[src/l2lt_pkg.sv]
// Package: shared types and constants for the L2 learning table.
`default_nettype none
package l2lt_pkg;
    localparam int MacW   = 48;
    localparam int SwW    = 64;
    localparam int PortW  = 32;
    localparam int StampW = 32;
    localparam int CfgW   = 16;

    localparam logic [CfgW-1:0] MaxAgeReset   = 16'd300;
    localparam logic [CfgW-1:0] AgingIntReset = 16'd5;

    typedef enum logic [1:0] {
        ACT_NONE    = 2'd0,
        ACT_FLOOD   = 2'd1,
        ACT_FORWARD = 2'd2
    } action_t;

    typedef enum logic {
        REG_MAX_AGE   = 1'b0,
        REG_AGING_INT = 1'b1
    } cfg_index_t;

    typedef enum logic {
        MODE_PACKET = 1'b0,
        MODE_TICK   = 1'b1
    } mode_t;

    typedef struct packed {
        logic             mode;
        logic [SwW-1:0]   switch_id;
        logic [MacW-1:0]  src_mac;
        logic [MacW-1:0]  dst_mac;
        logic [PortW-1:0] in_port;
        logic             is_ethernet;
    } in_item_t;

    typedef struct packed {
        logic [1:0]       action;
        logic [PortW-1:0] egress_port;
        logic             table_full;
    } out_item_t;

    // Command broadcast by the controller to every cell in the same cycle
    typedef struct packed {
        logic              learn;     // compare source key, claim on win
        logic              sweep;     // age test on every cell
        logic [SwW-1:0]    sw;
        logic [MacW-1:0]   src;
        logic [MacW-1:0]   dst;
        logic [PortW-1:0]  port;
        logic [StampW-1:0] now;
        logic [CfgW-1:0]   max_age;
    } cell_cmd_t;

    // Chain signals handed from one cell to the next
    typedef struct packed {
        logic             free_seen;  // a lower cell is free
        logic             src_hit;    // source key found in a lower cell
        logic             dst_hit;    // destination found in a lower cell
        logic [PortW-1:0] dst_port;
    } chain_t;
endpackage
`default_nettype wire

[src/l2lt_cell.sv]
// One table entry with key compare, claim and age logic.
`default_nettype none
module l2lt_cell
(
    input  wire logic              clk,
    input  wire logic              rst_n,
    input  wire l2lt_pkg::cell_cmd_t cmd,
    input  wire logic              any_src_hit,
    input  wire l2lt_pkg::chain_t  chain_in,
    output l2lt_pkg::chain_t       chain_out
);
    import l2lt_pkg::*;

    logic              valid_reg, valid_next;
    logic [SwW-1:0]    sw_reg;
    logic [MacW-1:0]   mac_reg;
    logic [PortW-1:0]  port_reg;
    logic [StampW-1:0] stamp_reg;
    logic              key_src, key_dst, claim, refresh;
    logic [StampW-1:0] age;

    assign key_src = valid_reg && sw_reg == cmd.sw && mac_reg == cmd.src;
    assign key_dst = valid_reg && sw_reg == cmd.sw && mac_reg == cmd.dst;
    assign claim   = cmd.learn && !any_src_hit && !valid_reg && !chain_in.free_seen;
    assign refresh = cmd.learn && key_src;
    assign age     = cmd.now - stamp_reg;

    always_comb
    begin
        valid_next = valid_reg;
        if (claim)
        begin
            valid_next = 1'b1;
        end
        else if (cmd.sweep && valid_reg && age > {{(StampW-CfgW){1'b0}}, cmd.max_age})
        begin
            valid_next = 1'b0;
        end
    end

    always_ff @(posedge clk or negedge rst_n)
    begin
        if (!rst_n)
        begin
            valid_reg <= 1'b0;
        end
        else
        begin
            valid_reg <= valid_next;
        end
    end

    always_ff @(posedge clk)
    begin
        if (claim)
        begin
            sw_reg  <= cmd.sw;
            mac_reg <= cmd.src;
        end
        if (claim || refresh)
        begin
            port_reg  <= cmd.port;
            stamp_reg <= cmd.now;
        end
    end

    always_comb
    begin
        chain_out.free_seen = chain_in.free_seen || !valid_reg;
        chain_out.src_hit   = chain_in.src_hit || key_src;
        chain_out.dst_hit   = chain_in.dst_hit || key_dst;
        chain_out.dst_port  = chain_in.dst_hit ? chain_in.dst_port : port_reg;
    end
endmodule
`default_nettype wire

[config.mk]
export PLATFORM = sky130hd
export DESIGN_NAME = l2lt_cell
export DESIGN_NICKNAME = d
export VERILOG_FILES = /design/src/l2lt_pkg.sv /design/src/l2lt_cell.sv
export SDC_FILE = /design/constraint.sdc
export NUM_CORES = 1
export LEC_CHECK = 0
export ABC_AREA = 0
export BUFFER_PORTS_ARGS = -buffer_cell sky130_fd_sc_hd__buf_2
export CORE_UTILIZATION = 40
export DETAILED_ROUTE_END_ITERATION = 8
export PLACE_DENSITY_LB_ADDON = 0.08
export SETUP_SLACK_MARGIN = 0.15
export SKIP_CTS_REPAIR_TIMING = 1
export SYNTH_ARGS = -nofsm -noshare
export SYNTH_HDL_FRONTEND = slang
export SYNTH_SLANG_ARGS = --single-unit
[constraint.sdc]
create_clock -name clk -period 13.96 [get_ports clk]
set_input_delay 2.094 -clock clk [delete_from_list [all_inputs] [get_ports clk]]
set_output_delay 2.094 -clock clk [all_outputs]
set_load 0.01 [all_outputs]
Word level (Yosys, flattened, before mapping)
Cells that the tools add are included.
{"block": "totals", "reg_bits": 177, "latch_bits": 0, "mem_bits_rw": 0, "mem_bits_ro": 0, "in_bits": 280, "output_inout_bits": 35, "elab_cells": 30, "memories": 0}
{"block": "classes", "add_sub_neg": 1, "multipliers": 0, "div_mod_pow": 0, "magnitude_cmp": 1, "eq_ne": 3, "n_shift": 0, "mux": 3, "bitwise": 0, "reduce_logical": 17}
{"operator": "$eq 48x48->1", "n": 2}
{"operator": "$eq 64x64->1", "n": 1}
{"operator": "$gt 32x16->1", "n": 1}
{"operator": "$mux 32", "n": 1}
{"operator": "$sub 32x32->32", "n": 1}
{"operator": "$logic_and 1x1->1", "n": 9}
{"operator": "$logic_or 1x1->1", "n": 4}
{"operator": "$logic_not 1->1", "n": 3}
{"operator": "$mux 1", "n": 2}
{"operator": "$reduce_bool 2->1", "n": 1}

Logic depth before layout (Yosys ltp)
{"block": "logic_depth", "ltp_word": 5, "depth_mapped": 19, "ltp_nobuf": 19}

Worst setup path after synthesis
OpenSTA, ideal clock, no wires.
{"block": "synth_path", "kind": "input port to flip-flop", "startpoint": "input chain_in[34] (netlist bit)", "endpoint": "register port_reg[0] (enable)", "setup_ps": 421, "t_arrival_ps": 15367, "required_time_ps": 13539, "setup_slack_ps": -1827, "path_stages": 2, "n_path_buf": 0, "path_cell_list": "nor4b_1 -> a21o_1"}
{"block": "synth_between", "elab_chain_len": 3}
{"item": "start: declaration", "line": "l2lt_cell.sv:9", "text": "input wire l2lt_pkg::chain_t chain_in,"}
{"item": "$logic_not 1->1", "line": "l2lt_cell.sv:24", "text": "assign claim = cmd.learn && !any_src_hit && !valid_reg && !chain_in.free_seen;"}
{"item": "$logic_and 1x1->1", "line": "l2lt_cell.sv:24"}
{"item": "$logic_or 1x1->1", "line": "l2lt_cell.sv:60", "text": "if (claim || refresh)"}
{"item": "end signal: assignment", "line": "l2lt_cell.sv:62", "text": "port_reg <= cmd.port;"}
{"item": "end: declaration", "line": "l2lt_cell.sv:17", "text": "logic [PortW-1:0] port_reg;"}
Every way passes these cells.
A chain may end at the register's enable or synchronous reset.

==> results.py <==
metrics = {
    "place": {
        "portBuffers": 314,
        "gp_congestion": 0.8473,
        "place_ws_ps": 7606,
        "dpl-instance-area_um2": 11850,
        "hpwlAfterDp_mm": 20.39,
        "dp_cells": 1433,
    },
    "timing": {
        "final_hold_viol_count": 0,
        "relSlewSlack_pct": 39.07,
        "clock.fmax_mhz": 156.7,
        "whs_ps": 661.1,
        "finalCriticalPeriod_ps": 6382,
        "grt_setup_unrepaired": "false",
        "setup_viol": 0,
        "finalWorstSetupSlack_ps": 7578,
        "setup_tns_ps": 0,
        "slew_violations": 0,
        "tightest_slew_ps": 913.9,
        "fin_skew_ps": 13.99,
        "fin_crit_sh_pct": 45.71,
    },
    "run_status": {
        "outcome": "finished, final reports clean",
    },
    "floorplanning": {
        "start_util_pct": 40.76,
        "dieArea_um2": 25340,
        "die_w_um": 159.2,
        "die_h_um": 159.2,
        "ios": 315,
        "core_area_um2": 24250,
        "num_rows": 57,
    },
    "yosys": {
        "synth_cell_types": 64,
        "yosys_warnings": 0,
        "syn-cell-area_um2": 9884,
        "syn_inst": 803,
        "synth_top_cell_area_share_pct": 53.47,
        "synth_flop_cell": "edfxtp_1",
        "ys_top_cells_by_area": "edfxtp_1 (53%), xnor2_1 (8.6%), xor2_1 (6.4%)",
        "synth-async-reset-ratio_pct": 0.5650,
        "synth_nets": 1131,
        "synth-edff-count": 176,
        "ys_ff_latch": 177,
        "seq_area_frac_synth_pct": 53.72,
        "syn_avg_cell_area_um2": 12.31,
        "yosys.area.top_type": "edfxtp_1",
    },
    "critical_path": {
        "end_kind": "output port",
        "worstSetupPathType": "primary input to output port",
        "critPathArrivalTime_ps": 4290,
        "worst-path-max-fanout": 2,
        "worstSetupStartpointType": "primary input",
        "cp.required_ps": 11870,
    },
    "cts": {
        "clock_latency_ps": 430,
        "cts_tree": "built",
        "cts-root-buf": "clkbuf_16",
        "clk_pin_slew_worst_paths_ps": 70,
        "cts_made_buffers": 17,
        "cts.sinks": 177,
        "cts_max_level": 4,
        "clockBufferDepth": 2,
    },
    "power_and_ir_drop": {
        "ir_worst_vdd_mv": 0.06435,
        "switchingPower_mw": 0.3408,
        "power_leakage_nw": 5.094,
        "pwr_density_cell_nw_per_um2": 102.6,
        "p_int_mw": 0.9357,
        "pwr-share-clk_pct": 36.6,
        "sequentialPowerShare_pct": 47.8,
        "switching_share_pct": 26.70,
        "combPwrFrac_pct": 15.6,
    },
    "cells_and_area": {
        "area_growth_pct": 25.81,
        "final_cells": 1473,
        "stdcell_area_um2": 12440,
        "multi_input_area_um2": 4278,
        "fin_nets": 1456,
        "fill_cells": 2219,
        "drive_gt1_share_pct": 34.65,
        "largest_reg_flops": 64,
        "ff_latch_area_um2": 5310,
    },
    "drt": {
        "wirelength_mm": 25.64,
        "wl_per_cell_um": 17.41,
        "drt_iter0_drc": 362,
        "via_per_inst": 4.910,
        "via_count": 7232,
        "dr.pass1.iters": 5,
        "drc": 0,
        "final_antenna_net_count": 0,
    },
    "grt": {
        "grt_start_max_net_pins": 67,
        "grt_pass1_vias": 7347,
        "grt_overflow": 0,
        "antenna_found_initial": 13,
        "grt.total_usage_pct": 20.48,
        "grt_pass1_wl_mm": 39.79,
    },
    "hold_path": {
        "hp-class": "flop to flop",
    },
    "job": {
        "max_cap_violations": 0,
    },
}
## power by group through the flow
| stage | sequential (mW) | combinational (mW) | clock [mW] |
|---|---|---|---|
| finish | 0.610 | 0.199 | 0.467 |
| global route | 0.612 | 0.222 | 0.499 |
| CTS | 0.610 | 0.200 | 0.482 |
| detailed placement | 0.622 | 0.199 | 0 |
| global placement | 0.622 | 0.198 | 0 |
| floorplan | 0.623 | 0.118 | 0 |
## worst paths after layout
path,slack (ps),startpoint,depth (start not counted),to
worst max-delay path,7580,cmd[182],9,chain_out[33]
worst min-delay path,660,valid_reg$_DFFE_PN0P_,1,valid_reg$_DFFE_PN0P_
worst max register to register,9750,stamp_reg[0]$_DFFE_PP_,18,valid_reg$_DFFE_PN0P_
worst min register to register,660,valid_reg$_DFFE_PN0P_,1,valid_reg$_DFFE_PN0P_
max in group asynchronous,12420,rst_n,1,valid_reg$_DFFE_PN0P_
min in group asynchronous,1450,rst_n,1,valid_reg$_DFFE_PN0P_
## kinds of logic (layout without fill, tap and decap cells)
logic type	Yosys count	after routing	synth area share [%]
other	0	9	0
AO/OA/AOI/OAI	127	127	8.836
XOR/XNOR	169	169	14.97
multiplexers	34	34	3.848
buffers and inverters	80	417	3.165
flip-flops	177	177	53.72
adder cells (fa/ha/maj)	48	48	6.152
AND/OR/NAND/NOR	168	168	9.304
## metrics by stage
| step | util [%] | power [mW] |
|---|---|---|
| after floorplan | - | 0.7407 |
| after global placement | 48.85 | 0.8200 |
| after detailed placement | 48.85 | 0.8216 |
| after CTS | 51.19 | 1.292 |
| after global routing | 51.24 | 1.333 |
| final | 51.28 | 1.276 |
## cell type report
type / instances / share of cell area (%)
antenna: 9 / 0.1811
inverter: 69 / 2.083
multi-input combinational: 546 / 34.40
sequential: 177 / 42.70
clock buffer: 17 / 3.421
clock inverter: 14 / 1.137
tap: 324 / 3.260
timing repair buffer: 317 / 12.82
## critical path: stages
cell	delay, ps
buf_2	110
xor2_1	150
nor4_1	360
nand3_1	160
nor4_1	470
nand3_1	270
nor4_1	380
or2_2	180
buf_2	120
## routing by layer
layer | vias to the layer above | part of all wire [%] | global-route usage [%]
met2 | 243 | 47 | 33.37
met1 | 3302 | 44 | 26.16
li1 | 3647 | - | -
met5 | - | 0.20 | 0
met3 | 32 | 6.7 | 5.132
met4 | 8 | 1.9 | 8.042
## synth_stat cells (10+ instances only)
master / number
nand3_1: 17
nand2b_1: 10
mux2_2: 32
xnor2_1: 97
edfxtp_1: 176
nor4_1: 28
a21oi_1: 38
nand2_1: 27
xor2_1: 72
ha_1: 47
nor2_1: 22
nand4_1: 30
a21o_1: 13
o21ai_0: 16
o211ai_1: 10
inv_1: 69
## cells in the final DEF (no fill, tap or decap), drive strengths merged, types with 13 or more instances in the layout
cell and n:
buf 317, edfxtp 176, xnor2 97, inv 78, xor2 72, ha 47
a21oi 38, mux2 32, nand4 30, nor4 28, nand2 28, nor2 23
o21ai 19, nand3 17, clkbuf 17, a21o 13
Note: power is estimated with default switching activity, not from simulation.
